[src/rtl/core/rrts_pkg.sv]
`timescale 1ns / 1ps

package rrts_pkg;

    localparam int ID_W    = 4;
    localparam int NUM_IDS = 1 << ID_W;
    localparam int COUNT_W = 5;
    localparam int UPC_W   = 4;

    typedef logic [UPC_W-1:0] upc_t;
    typedef logic [ID_W-1:0]  id_t;

    localparam logic [2:0] ACT_ATTACH    = 3'd0;
    localparam logic [2:0] ACT_DECIDE    = 3'd1;
    localparam logic [2:0] ACT_BLOCK_DEC = 3'd2;
    localparam logic [2:0] ACT_BLOCK     = 3'd3;
    localparam logic [2:0] ACT_UNBLOCK   = 3'd4;
    localparam logic [2:0] ACT_HALT      = 3'd5;
    localparam logic [2:0] ACT_PREPARE   = 3'd6;
    localparam logic [2:0] ACT_DISPATCH  = 3'd7;

    localparam logic [1:0] ERR_OK        = 2'd0;
    localparam logic [1:0] ERR_NO_READY  = 2'd1;
    localparam logic [1:0] ERR_FULL      = 2'd2;
    localparam logic [1:0] ERR_NOT_FOUND = 2'd3;

    localparam upc_t UPC_FETCH     = 4'd0;
    localparam upc_t UPC_ATTACH    = 4'd1;
    localparam upc_t UPC_BLOCK     = 4'd2;
    localparam upc_t UPC_BLOCK_DEC = 4'd3;
    localparam upc_t UPC_UNBLOCK   = 4'd4;
    localparam upc_t UPC_PREPARE   = 4'd5;
    localparam upc_t UPC_DISPATCH  = 4'd6;
    localparam upc_t UPC_DEC_CHK   = 4'd7;
    localparam upc_t UPC_DEC_TST   = 4'd8;
    localparam upc_t UPC_HALT_CHK  = 4'd9;
    localparam upc_t UPC_HALT_TST  = 4'd10;
    localparam upc_t UPC_DONE      = 4'd11;

    typedef enum logic [3:0] {
        OP_IDLE,
        OP_ATTACH,
        OP_CLR_READY,
        OP_SET_READY,
        OP_PREPARE,
        OP_DISPATCH,
        OP_DEC_CHK,
        OP_DEC_TST,
        OP_HALT_CHK,
        OP_HALT_TST,
        OP_EMIT
    } uop_t;

    typedef enum logic [2:0] {
        C_ALWAYS,
        C_DISPATCH,
        C_SCAN_END,
        C_HIT_READY,
        C_HIT_ID,
        C_OUT_FREE
    } cond_t;

    typedef struct packed {
        uop_t  uop;
        cond_t cond;
        upc_t  t_true;
        upc_t  t_false;
    } ctrl_word_t;

    typedef struct packed {
        logic scan_end;
        logic hit_ready;
        logic hit_id;
        logic out_free;
    } flags_t;

endpackage

[src/rtl/core/rrts_sequencer.sv]
`timescale 1ns / 1ps

module rrts_sequencer
(
    input  logic           clk,
    input  logic           rst_n,
    input  logic           in_valid,
    input  logic [2:0]     action,
    input  rrts_pkg::flags_t flags,
    output rrts_pkg::uop_t uop,
    output logic           in_stall
);
    import rrts_pkg::*;

    upc_t       upc_reg;
    upc_t       upc_next;
    ctrl_word_t cw;
    logic       take;

    function automatic ctrl_word_t ucode(input upc_t a);
        ctrl_word_t w;
        begin
            w = '{OP_IDLE, C_DISPATCH, UPC_FETCH, UPC_FETCH};
            case (a)
                UPC_FETCH:     w = '{OP_IDLE,      C_DISPATCH,  UPC_FETCH,    UPC_FETCH};
                UPC_ATTACH:    w = '{OP_ATTACH,    C_ALWAYS,    UPC_DONE,     UPC_DONE};
                UPC_BLOCK:     w = '{OP_CLR_READY, C_ALWAYS,    UPC_DONE,     UPC_DONE};
                UPC_BLOCK_DEC: w = '{OP_CLR_READY, C_ALWAYS,    UPC_DEC_CHK,  UPC_DEC_CHK};
                UPC_UNBLOCK:   w = '{OP_SET_READY, C_ALWAYS,    UPC_DONE,     UPC_DONE};
                UPC_PREPARE:   w = '{OP_PREPARE,   C_ALWAYS,    UPC_DONE,     UPC_DONE};
                UPC_DISPATCH:  w = '{OP_DISPATCH,  C_ALWAYS,    UPC_DONE,     UPC_DONE};
                UPC_DEC_CHK:   w = '{OP_DEC_CHK,   C_SCAN_END,  UPC_DONE,     UPC_DEC_TST};
                UPC_DEC_TST:   w = '{OP_DEC_TST,   C_HIT_READY, UPC_DONE,     UPC_DEC_CHK};
                UPC_HALT_CHK:  w = '{OP_HALT_CHK,  C_SCAN_END,  UPC_DONE,     UPC_HALT_TST};
                UPC_HALT_TST:  w = '{OP_HALT_TST,  C_HIT_ID,    UPC_DEC_CHK,  UPC_HALT_CHK};
                UPC_DONE:      w = '{OP_EMIT,      C_OUT_FREE,  UPC_FETCH,    UPC_DONE};
                default:       w = '{OP_IDLE,      C_DISPATCH,  UPC_FETCH,    UPC_FETCH};
            endcase
            return w;
        end
    endfunction

    function automatic upc_t entry(input logic [2:0] act);
        upc_t e;
        begin
            e = UPC_DISPATCH;
            case (act)
                ACT_ATTACH:    e = UPC_ATTACH;
                ACT_DECIDE:    e = UPC_DEC_CHK;
                ACT_BLOCK_DEC: e = UPC_BLOCK_DEC;
                ACT_BLOCK:     e = UPC_BLOCK;
                ACT_UNBLOCK:   e = UPC_UNBLOCK;
                ACT_HALT:      e = UPC_HALT_CHK;
                ACT_PREPARE:   e = UPC_PREPARE;
                ACT_DISPATCH:  e = UPC_DISPATCH;
                default:       e = UPC_DISPATCH;
            endcase
            return e;
        end
    endfunction

    assign cw       = ucode(upc_reg);
    assign uop      = cw.uop;
    assign in_stall = (upc_reg != UPC_FETCH);

    always_comb
    begin
        take = 1'b0;
        case (cw.cond)
            C_ALWAYS:    take = 1'b1;
            C_DISPATCH:  take = in_valid;
            C_SCAN_END:  take = flags.scan_end;
            C_HIT_READY: take = flags.hit_ready;
            C_HIT_ID:    take = flags.hit_id;
            C_OUT_FREE:  take = flags.out_free;
            default:     take = 1'b0;
        endcase
        if (cw.cond == C_DISPATCH)
        begin
            upc_next = take ? entry(action) : cw.t_false;
        end
        else
        begin
            upc_next = take ? cw.t_true : cw.t_false;
        end
    end

    always_ff @(posedge clk or negedge rst_n)
    begin
        if (!rst_n)
        begin
            upc_reg <= UPC_FETCH;
        end
        else
        begin
            upc_reg <= upc_next;
        end
    end

endmodule

[src/rtl/core/rrts_datapath.sv]
`timescale 1ns / 1ps

module rrts_datapath
#(
    parameter int MAX_THREADS = 16
)
(
    input  logic                         clk,
    input  logic                         rst_n,
    input  rrts_pkg::uop_t               uop,
    input  logic                         in_valid,
    input  logic [rrts_pkg::ID_W-1:0]    thread_id,
    input  logic [rrts_pkg::ID_W-1:0]    parent_id,
    input  logic                         start_running,
    input  logic                         cancel,
    input  logic                         nested,
    output rrts_pkg::flags_t             flags,
    output logic                         out_valid,
    input  logic                         out_stall,
    output logic                         pending_valid,
    output logic [rrts_pkg::ID_W-1:0]    pending_id,
    output logic                         do_switch,
    output logic [rrts_pkg::ID_W-1:0]    switch_id,
    output logic [1:0]                   error,
    output logic [rrts_pkg::COUNT_W-1:0] ring_count
);
    import rrts_pkg::*;

    localparam int IW = $clog2(MAX_THREADS);
    localparam int FW = $clog2(MAX_THREADS + 1);
    localparam int SW = FW + 1;

    id_t              ring_mem [MAX_THREADS];
    id_t              rd_data_reg;

    logic [NUM_IDS-1:0] ready_reg;
    logic [IW-1:0]    head_reg;
    logic [FW-1:0]    fill_reg;
    logic [FW-1:0]    cnt_reg;
    logic             pend_flag_reg;
    id_t              pend_id_reg;
    logic             run_flag_reg;
    id_t              run_id_reg;
    logic [1:0]       err_reg;
    logic             sw_reg;
    id_t              sw_id_reg;

    id_t              tid_reg;
    id_t              pid_reg;
    logic             start_reg;
    logic             cancel_reg;
    logic             nested_reg;

    logic             out_valid_reg;
    logic             pend_valid_out_reg;
    id_t              pend_id_out_reg;
    logic             sw_out_reg;
    id_t              sw_id_out_reg;
    logic [1:0]       err_out_reg;
    logic [COUNT_W-1:0] count_out_reg;

    logic             accept;
    logic             full;
    logic             emit;
    logic             can_switch;
    logic [IW-1:0]    head_inc;
    logic [SW-1:0]    tail_sum;
    logic [IW-1:0]    tail;
    logic             wr_en;
    id_t              wr_data;

    assign accept   = (uop == OP_IDLE) && in_valid;
    assign full     = (fill_reg >= FW'(MAX_THREADS));
    assign head_inc = (head_reg == IW'(MAX_THREADS - 1)) ? '0 : head_reg + 1'b1;
    assign tail_sum = SW'(head_reg) + SW'(fill_reg);
    assign tail     = (tail_sum >= SW'(MAX_THREADS)) ? IW'(tail_sum - SW'(MAX_THREADS))
                                                    : IW'(tail_sum);

    assign flags.scan_end  = (cnt_reg == fill_reg);
    assign flags.hit_ready = ready_reg[rd_data_reg];
    assign flags.hit_id    = (rd_data_reg == tid_reg);
    assign flags.out_free  = !out_valid_reg || !out_stall;

    assign emit       = (uop == OP_EMIT) && flags.out_free;
    assign can_switch = !nested_reg && pend_flag_reg &&
                        !(run_flag_reg && (run_id_reg == pend_id_reg));

    assign wr_en   = ((uop == OP_ATTACH) && !full) || (uop == OP_DEC_TST) ||
                     ((uop == OP_HALT_TST) && !flags.hit_id);
    assign wr_data = (uop == OP_ATTACH) ? tid_reg : rd_data_reg;

    always_ff @(posedge clk)
    begin
        if (wr_en)
        begin
            ring_mem[tail] <= wr_data;
        end
        rd_data_reg <= ring_mem[head_reg];
    end

    always_ff @(posedge clk)
    begin
        if (accept)
        begin
            tid_reg    <= thread_id;
            pid_reg    <= parent_id;
            start_reg  <= start_running;
            cancel_reg <= cancel;
            nested_reg <= nested;
        end
        if (emit)
        begin
            pend_valid_out_reg <= pend_flag_reg;
            pend_id_out_reg    <= pend_flag_reg ? pend_id_reg : '0;
            sw_out_reg         <= sw_reg;
            sw_id_out_reg      <= sw_id_reg;
            err_out_reg        <= err_reg;
            count_out_reg      <= COUNT_W'(fill_reg);
        end
    end

    always_ff @(posedge clk or negedge rst_n)
    begin
        if (!rst_n)
        begin
            ready_reg     <= '0;
            head_reg      <= '0;
            fill_reg      <= '0;
            cnt_reg       <= '0;
            pend_flag_reg <= 1'b0;
            pend_id_reg   <= '0;
            run_flag_reg  <= 1'b0;
            run_id_reg    <= '0;
            err_reg       <= ERR_OK;
            sw_reg        <= 1'b0;
            sw_id_reg     <= '0;
        end
        else
        begin
            case (uop)
                OP_IDLE:
                begin
                    if (accept)
                    begin
                        cnt_reg   <= '0;
                        err_reg   <= ERR_OK;
                        sw_reg    <= 1'b0;
                        sw_id_reg <= '0;
                    end
                end
                OP_ATTACH:
                begin
                    if (full)
                    begin
                        err_reg <= ERR_FULL;
                    end
                    else
                    begin
                        ready_reg[tid_reg] <= start_reg;
                        fill_reg           <= fill_reg + 1'b1;
                    end
                end
                OP_CLR_READY:
                begin
                    ready_reg[tid_reg] <= 1'b0;
                end
                OP_SET_READY:
                begin
                    ready_reg[tid_reg] <= 1'b1;
                end
                OP_PREPARE:
                begin
                    if (cancel_reg)
                    begin
                        pend_flag_reg <= 1'b0;
                    end
                    else
                    begin
                        pend_flag_reg <= 1'b1;
                        pend_id_reg   <= tid_reg;
                    end
                end
                OP_DISPATCH:
                begin
                    if (can_switch)
                    begin
                        run_flag_reg  <= 1'b1;
                        run_id_reg    <= pend_id_reg;
                        pend_flag_reg <= 1'b0;
                        sw_reg        <= 1'b1;
                        sw_id_reg     <= pend_id_reg;
                    end
                end
                OP_DEC_CHK:
                begin
                    if (flags.scan_end)
                    begin
                        err_reg <= ERR_NO_READY;
                    end
                end
                OP_DEC_TST:
                begin
                    // front entry goes to the tail either way
                    head_reg <= head_inc;
                    cnt_reg  <= cnt_reg + 1'b1;
                    if (flags.hit_ready)
                    begin
                        pend_flag_reg <= 1'b1;
                        pend_id_reg   <= rd_data_reg;
                    end
                end
                OP_HALT_CHK:
                begin
                    if (flags.scan_end)
                    begin
                        err_reg <= ERR_NOT_FOUND;
                    end
                end
                OP_HALT_TST:
                begin
                    head_reg <= head_inc;
                    if (flags.hit_id)
                    begin
                        fill_reg           <= fill_reg - 1'b1;
                        ready_reg[pid_reg] <= 1'b1;
                        cnt_reg            <= '0;
                    end
                    else
                    begin
                        cnt_reg <= cnt_reg + 1'b1;
                    end
                end
                default:
                begin
                end
            endcase
        end
    end

    always_ff @(posedge clk or negedge rst_n)
    begin
        if (!rst_n)
        begin
            out_valid_reg <= 1'b0;
        end
        else if (emit)
        begin
            out_valid_reg <= 1'b1;
        end
        else if (!out_stall)
        begin
            out_valid_reg <= 1'b0;
        end
    end

    assign out_valid     = out_valid_reg;
    assign pending_valid = pend_valid_out_reg;
    assign pending_id    = pend_id_out_reg;
    assign do_switch     = sw_out_reg;
    assign switch_id     = sw_id_out_reg;
    assign error         = err_out_reg;
    assign ring_count    = count_out_reg;

endmodule

[src/rtl/core/round_robin_thread_scheduler.sv]
`timescale 1ns / 1ps

// Round-robin thread scheduler.
// Input channel: in_valid / in_stall with action, thread_id, parent_id,
// start_running, cancel and nested. One result item per input item on
// out_valid / out_stall: pending_valid, pending_id, do_switch, switch_id,
// error and ring_count, all taken after the item's effects.
// One item at a time, run by a microcoded step sequencer. A decision walks
// the ring one entry per two steps (memory read, then test and rotate) until
// it finds a ready entry or has passed all entries with none ready. Halt
// first runs its own search for the target, then, if found, the decision.
// in_stall is high from the accept until the result is placed in the
// output register; a new item is accepted while that result waits.
// If out_stall holds the output register full, the sequencer waits at its
// last step and in_stall stays high.
// Reset empties the ring, clears all ready bits, the pending target and the
// running thread. The ring memory is not cleared; no pass is needed.

module round_robin_thread_scheduler
#(
    parameter int MAX_THREADS = 16
)
(
    input  logic                         clk,
    input  logic                         rst_n,
    input  logic                         in_valid,
    output logic                         in_stall,
    input  logic [2:0]                   action,
    input  logic [rrts_pkg::ID_W-1:0]    thread_id,
    input  logic [rrts_pkg::ID_W-1:0]    parent_id,
    input  logic                         start_running,
    input  logic                         cancel,
    input  logic                         nested,
    output logic                         out_valid,
    input  logic                         out_stall,
    output logic                         pending_valid,
    output logic [rrts_pkg::ID_W-1:0]    pending_id,
    output logic                         do_switch,
    output logic [rrts_pkg::ID_W-1:0]    switch_id,
    output logic [1:0]                   error,
    output logic [rrts_pkg::COUNT_W-1:0] ring_count
);
    import rrts_pkg::*;

    uop_t   uop;
    flags_t flags;

    rrts_sequencer u_seq
    (
        .clk      (clk),
        .rst_n    (rst_n),
        .in_valid (in_valid),
        .action   (action),
        .flags    (flags),
        .uop      (uop),
        .in_stall (in_stall)
    );

    rrts_datapath #(.MAX_THREADS(MAX_THREADS)) u_dp
    (
        .clk           (clk),
        .rst_n         (rst_n),
        .uop           (uop),
        .in_valid      (in_valid),
        .thread_id     (thread_id),
        .parent_id     (parent_id),
        .start_running (start_running),
        .cancel        (cancel),
        .nested        (nested),
        .flags         (flags),
        .out_valid     (out_valid),
        .out_stall     (out_stall),
        .pending_valid (pending_valid),
        .pending_id    (pending_id),
        .do_switch     (do_switch),
        .switch_id     (switch_id),
        .error         (error),
        .ring_count    (ring_count)
    );

endmodule

[config.mk]
export PLATFORM = sky130hd
export DESIGN_NAME = round_robin_thread_scheduler
export DESIGN_NICKNAME = d
export VERILOG_FILES = /design/src/rtl/core/rrts_pkg.sv /design/src/rtl/core/rrts_sequencer.sv /design/src/rtl/core/rrts_datapath.sv /design/src/rtl/core/round_robin_thread_scheduler.sv
export SDC_FILE = /design/constraint.sdc
export NUM_CORES = 1
export LEC_CHECK = 0
export BUFFER_PORTS_ARGS = -buffer_cell sky130_fd_sc_hd__buf_4
export CORE_ASPECT_RATIO = 2
export CORE_MARGIN = 10
export CORE_UTILIZATION = 40
export DETAILED_ROUTE_END_ITERATION = 10
export PLACE_DENSITY = 0.6
export SYNTH_ARGS = -nofsm -noshare
export SYNTH_HDL_FRONTEND = slang
export SYNTH_SLANG_ARGS = --single-unit
[constraint.sdc]
create_clock -name clk -period 3.2 [get_ports clk]
set_input_delay 0.64 -clock clk [delete_from_list [all_inputs] [get_ports clk]]
set_output_delay 0.64 -clock clk [all_outputs]
set_load 0.02 [all_outputs]
==> key figures, run 1 <==
Run status
  • Outcome: finished clean

Critical path
  • Setup CP Type: reg -> reg
  • WP data required: between 3000 and 4000 ps
  • Critical Path Fanout Max: 12
  • Startpoint types: register
  • CP endpoint kind: register
  • CP arrival: 3150 ps

Timing
  • Fin. max-slew vios: 0
  • Actual slew at the worst max-slew pin: 808 ps
  • Slew HR: roughly 46%
  • Fin. Hold Viols: 0
  • Period utilization: between 90 and 100%
  • FMAX: between 300 and 400 MHz
  • Post-route setup TNS: 0 ps
  • Final worst path period need: between 3000 and 4000 ps
  • RSZ-0062 raised after global routing: false
  • Clock Skew: 6.01 ps
  • Setup violations, final: 0

Drt
  • Avg Vias per Cell: approximately 5.8
  • Vias: 4986
  • Routed length per instance: roughly 21 um
  • TritonRoute pass-1 iters: 5
  • Post-Route WL: 18600 um
  • Post-detailed-route DRC marker count: 0
  • Initial DRC count: between 200 and 300
  • Antenna-violating nets left: 0

Power and ir drop
  • Pleak: 3.24 nW
  • Pwr Density: ~1100 nW/um^2
  • Worst vdd ir: between 500 and 600 uV

Cells and area
  • Proportion of layout cells with a drive suffix above 1: between 20% and 30%
  • Multi-input gate area: 3120 sq um
  • Register Area: about 4100 sq um
  • ANT cells: 0
  • Layout area overhead: 16.3%
  • Layout net count: 675
  • # fillers: ~1600
  • Final core occ: a little under half

GRT
  • Initial antenna violation count: 0
  • Largest net degree at the start of global routing: 53
  • Vias in the first global route: about 5400
  • First-pass GRT wire length: just under 30000 um
  • Gr usage total: approximately 16%
  • GRT Residual Overflow: 0

Synthesis
  • Netlist Area Pre-Place: between 7000 and 8000 sq um
  • Top_reg_cell synth: edfxtp_1
  • Syn Area/Cell: around 13 sq um
  • Library cells used by synthesis: 71
  • Post-synth net total: ~630
  • Yosys reg bits: 148
  • Synth Instances: 589
  • Sequential area share after synthesis: 55.7%
  • Synth async-reset ratio: 35.1%
  • Synth Warn #: 0
  • Post-synth EDFFs: slightly above 90

Min path
  • Hold Crit Class: in -> async

Clock tree
  • Post-CTS Setup Bufs: 0
  • Root buffer cell: clkbuf_16
  • CTS buffer count: 17
  • TritonCTS clock tree: yes
  • CTS sink cnt: 148
  • Clk Latency, worst-skew pair: ~430 ps
  • Longest Clk Path Bufs: 2
  • Max H-tree Level: 4
  • Clock-pin slew on the worst setup and hold paths: about 60 ps

Floorplan
  • Full die area: 24800 sq um
  • Die W: 116 um
  • Initial Util: between 40% and 50%
  • Rows: 70
  • Io pins: 37
  • Die height: 213 um
  • Core ar.: approximately 18000 sq um

Place
  • Port Buffers: 36
  • RD Place Congestion: roughly 0.96
  • Post-DP HPWL: 14300 um

Flow run
  • Max cap viols: 0
-- layout make-up --
cell class	instances	area share, %
flip-flops and latches	148	47.9
multi-input cells	397	36.0
repair buffers	60	5.35
clock buffers	17	4.91
well taps	216	3.12
clock inverters	15	2.07
inverters	14	0.665
-- metal layers --
layer  part of all wire (%)  up-vias  wire length (um)  track usage, %
li1                       -     2315                 -               -
met1                     32     2483              5940            13.8
met2                     60      142             11100            31.2
met3                    3.2       46               594            3.15
met4                    5.3        0               996            9.89
met5                      0        -                 0               0
-- worst paths after layout --
kind                                                 start                       endpoint  slack [ps]  cells past startpoint
worst max-delay path            u_seq.upc_reg[1]$_DFF_PN0_       u_dp.do_switch$_DFFE_PP_         190                      9
worst min-delay path                                 rst_n  u_dp.sw_id_reg[2]$_DFFE_PN0P_         260                      1
worst max register to register  u_seq.upc_reg[1]$_DFF_PN0_       u_dp.do_switch$_DFFE_PP_         190                      9
worst min register to register     u_dp.sw_reg$_DFFE_PN0P_       u_dp.do_switch$_DFFE_PP_         450                      0
max in group asynchronous                            rst_n     u_seq.upc_reg[0]$_DFF_PN0_        2410                      1
min in group clk                              thread_id[1]      u_dp.tid_reg[1]$_DFFE_PP_         390                      1
-- Yosys cell counts, drive strengths merged, types with 8 or more instances --
library cell,count,area (sq um)
xor2,12,105
and2,8,50.1
nor3,17,96.4
o31ai,9,67.6
clkbuf,16,60.1
nand3,12,65.1
nor2b,11,68.8
mux2,21,236
inv,14,57.6
o21ai,41,228
dfrtp,52,1300
a21oi,32,183
nand2b,8,57.6
edfxtp,92,2760
nor2,46,185
buf,14,92.6
nand2,43,161
a32oi,8,70.1
xnor2,12,105
ha,18,225
mux4,24,541
-- cell usage in the layout, fill, tap and decap left out, types with 5 or more instances in the layout --
cell type  count
o31ai_1        9
mux2i_1        7
ha_1          18
a31oi_1        5
mux4_2        24
and2_1         8
nor3_1        16
a21oi_1       29
nand2_1       43
buf_4         59
dfrtp_1       51
clkbuf_16     17
o21ai_0       31
inv_6          5
edfxtp_1      92
nor2_1        42
nand3_1       11
mux2_2        21
inv_1         13
nand2b_1       7
a32oi_1        8
nor2b_1       10
o21ai_1        6
a211oi_1       6
xor2_1        12
xnor2_1       12
-- power by group --
part / leakage (nW) / total, mW / switching (mW) / internal, mW
clock: 0.290 / 2.03 / 0.801 / 1.23
sequential: 1.54 / 3.26 / 0.484 / 2.78
combinational: 1.41 / 4.39 / 2.58 / 1.80
-- repair_timing --
action	CTS	global route
endpoints found under the setup margin	0	79
gates resized for setup	0	7
hold buffers	0	0
-- cells by family (layout without fill, tap and decap cells) --
logic type | count (synthesis) | count (layout) | synth area share [%]
AND/OR/NAND/NOR | 168 | 168 | 11.6
adder cells (fa/ha/maj) | 19 | 19 | 3.30
AO/OA/AOI/OAI | 134 | 134 | 12.4
buffers and inverters | 44 | 106 | 2.82
XOR/XNOR | 24 | 24 | 2.82
multiplexers | 52 | 52 | 11.4
flip-flops | 148 | 148 | 55.7
-- per-stage QoR --
stage	hold WS (ps)	setup WS, ps	total power [mW]	instance area, sq um	cells
after CTS	272	117	9.71	8630	867
after detailed placement	440	149	7.64	8030	835
final	258	192	9.68	8660	867
after floorplan	344	265	6.31	7440	589
after global placement	431	300	7.52	8030	835
after global routing	310	35.5	10.3	8660	867
-- worst max-delay path, stage by stage, from the launching register on --
cell,delay (ps)
dfrtp_1,380
inv_1,200
ha_1,290
buf_4,180
o21ai_0,240
o31ai_1,210
nor4_1,440
nand2_1,180
a21oi_2,370
buf_12,200
Note: power is estimated with default switching activity, not from simulation.
==> run 2, diff against run 1 <==
- CTS_BUF_LIST: default -> sky130_fd_sc_hd__clkbuf_16
- MAX_ROUTING_LAYER: default -> met4
- clock period: 3.2 -> 3.3 ns (I/O delays scaled with it)
==> run 2 against run 1 <==
  * Sequential power is 4% lower
  * Via count is essentially flat
  * Clock-buffer cell count did not move
  * Cell count fell by 0.12%
  * Total power shrank 4.1%
  * Core utilization fell by 0.20 points
  * Sequential share of layout area increased by 0.19 points
  * First-iteration DRC count fell by 11%
  * Worst setup slack improved by 100 ps
  * Non-clock buffer count fell by 1
  * Largest power group unchanged
==> key figures, run 2 (same netlist as run 1, synthesis figures left out) <==
GRT
  • Initial antenna violation count: 0 (unchanged)
  • Vias in the first global route: 5282 (-1.6%)
  • Largest net degree at the start of global routing: 53 (unchanged)
  • First-pass GRT wire length: 28300 um (-3.6%)
  • GRT Residual Overflow: 0 (unchanged)
  • Gr usage total: 15.7% (-0.23 points)

Timing
  • Fin. Hold Viols: 0 (unchanged)
  • RSZ-0062 raised after global routing: false
  • Post-route setup TNS: 0 ps (unchanged)
  • Actual slew at the worst max-slew pin: 691 ps (-117 ps)
  • Clock Skew: 11.0 ps (+5.00 ps)
  • FMAX: 333 MHz (about the same)
  • Setup violations, final: 0 (unchanged)
  • Setup ws final: 292 ps (+100 ps)
  • Fin. max-slew vios: 0 (unchanged)
  • Period utilization: 91.1% (-2.9 points)
  • Slew HR: 53.9% (+8.3 points)
  • Final worst path period need: 3010 ps (-0.203 ps)

Clock tree
  • Clock-pin slew on the worst setup and hold paths: 70 ps (about the same)
  • TritonCTS clock tree: yes
  • Root buffer cell: clkbuf_16
  • Max H-tree Level: 4 (unchanged)
  • Longest Clk Path Bufs: 2 (unchanged)
  • Post-CTS resize count: 0 (unchanged)
  • Clk Latency, worst-skew pair: 420 ps (about the same)
  • Post-CTS Setup Bufs: 0 (unchanged)
  • CTS sink cnt: 148 (unchanged)
  • CTS Hold Buffers Added: 0 (unchanged)
  • CTS buffer count: 17 (unchanged)

Drt
  • Vias: 4987 (+0.020%)
  • Avg Vias per Cell: 5.76 (+0.14%)
  • Post-Route WL: 18200 um (-2.2%)
  • Initial DRC count: 246 (-11%)
  • Antenna-violating nets left: 0 (unchanged)
  • Routed length per instance: 21.0 um (-2.1%)
  • Post-detailed-route DRC marker count: 0 (unchanged)
  • TritonRoute pass-1 iters: 5 (unchanged)

Min path
  • Hold Crit Class: in -> async

Cells and area
  • Proportion of layout cells with a drive suffix above 1: 24.2% (-1.0 points)
  • Most frequent cells in the layout: edfxtp_1 (92), buf_4 (58), dfrtp_1 (52), nor2_1 (43), nand2_1 (43)
  • Non-Filler Instances: 866 (-0.12%)
  • Multi-input gate area: 3090 sq um (-0.80%)
  • Layout area overhead: 15.8%
  • Layout net count: 674 (-0.15%)
  • ANT cells: 0 (unchanged)
  • # fillers: 1611 (+2.9%)
  • Register Area: 4140 sq um (about the same)
  • Commonest non-fill, non-tap cell in the layout: edfxtp_1

Critical path
  • WP data required: 3650 ps (+310 ps)
  • Startpoint types: register
  • CP endpoint kind: register
  • Setup CP Type: reg -> reg
  • CP cell instances: inv_1 > ha_1 > or3_4 > or2_1 > xnor2_1 > ha_1 > or3_1 > a21oi_1 > nor2_1 > nor3_1 > xor2_1
  • CP bufs+invs: 1 (-2)
  • Crit path max-delay family: simple AND/OR/NAND/NOR gates
  • Critical Path Fanout Max: 13 (+1)
  • Most frequent CP cell: ha_1
  • CP arrival: 3350 ps (+200 ps)
  • Slowest CP cell: dfrtp_1
  • Slowest stage delay, CP: 470 ps (+30 ps)

Place
  • Post-DP HPWL: 14000 um (-2.4%)
  • Dpl ws: 339 ps (+190 ps)
  • RD Place Congestion: 0.932 (-2.9%)
  • Port Buffers: 36 (unchanged)
  • DP Cell Count: 834 (-0.12%)

Floorplan
  • Initial Util: 40.7% (unchanged)
  • Die W: 116 um (unchanged)
  • Io pins: 37 (unchanged)
  • Core ar.: 18300 sq um (unchanged)
  • Die height: 213 um (unchanged)
  • Full die area: 24800 sq um (unchanged)
  • Rows: 70 (unchanged)

Run status
  • Outcome: finished clean

Power and ir drop
  • Pleak: 3.24 nW (about the same)
  • Pwr Density: 1080 nW/um^2 (-3.7%)
  • Worst vdd ir: 512 uV (-7.4%)

Flow run
  • Max cap viols: 0 (unchanged)
## run 2: metrics by stage
| step | hold slack [ps] | power (mW) | utilization (%) | instance area (sq um) |
|---|---|---|---|---|
| floorplan | 364 | 6.12 | - | 7440 |
| detailed placement | 436 | 7.37 | 43.8 | 8020 |
| CTS | 294 | 9.36 | 47.1 | 8620 |
| global placement | 430 | 7.26 | 43.8 | 8020 |
| finish | 274 | 9.29 | 47.1 | 8620 |
| global route | 325 | 9.87 | 47.1 | 8620 |
## run 2: where the power goes
part	switching [mW]	internal, mW	leakage (nW)
Combinational	2.46	1.72	1.41
Clock	0.772	1.20	0.296
Sequential	0.445	2.69	1.54
Total	3.68	5.61	3.24
## run 2: final timing paths
| check | cells past startpoint | from | slack (ps) | endpoint |
|---|---|---|---|---|
| max in group asynchronous | 1 | rst_n | 2550 | u_dp.fill_reg[0]$_DFFE_PN0P_ |
| worst max-delay path | 11 | u_seq.upc_reg[0]$_DFF_PN0_ | 290 | u_dp.fill_reg[4]$_DFFE_PN0P_ |
| worst min-delay path | 1 | rst_n | 270 | u_dp.sw_id_reg[1]$_DFFE_PN0P_ |
| worst min register to register | 0 | u_dp.sw_reg$_DFFE_PN0P_ | 450 | u_dp.do_switch$_DFFE_PP_ |
| min in group clk | 1 | parent_id[2] | 410 | u_dp.pid_reg[2]$_DFFE_PP_ |
| worst max register to register | 11 | u_seq.upc_reg[0]$_DFF_PN0_ | 290 | u_dp.fill_reg[4]$_DFFE_PN0P_ |
## run 2: area by class of cell
cell class	count	area share (%)
flip-flops and latches	148	48.1
multi-input cells	397	35.9
repair buffers	59	5.28
clock buffers	17	4.93
well taps	216	3.13
clock inverters	15	2.05
inverters	14	0.668
## run 2: layer usage
layer	global-route usage [%]	part of all wire, %	vias to the layer above
met1	13.2	32	2446
met3	3.15	3.9	63
met5	-	0	-
met2	30.0	59	166
met4	9.28	5.4	0
li1	-	-	2312
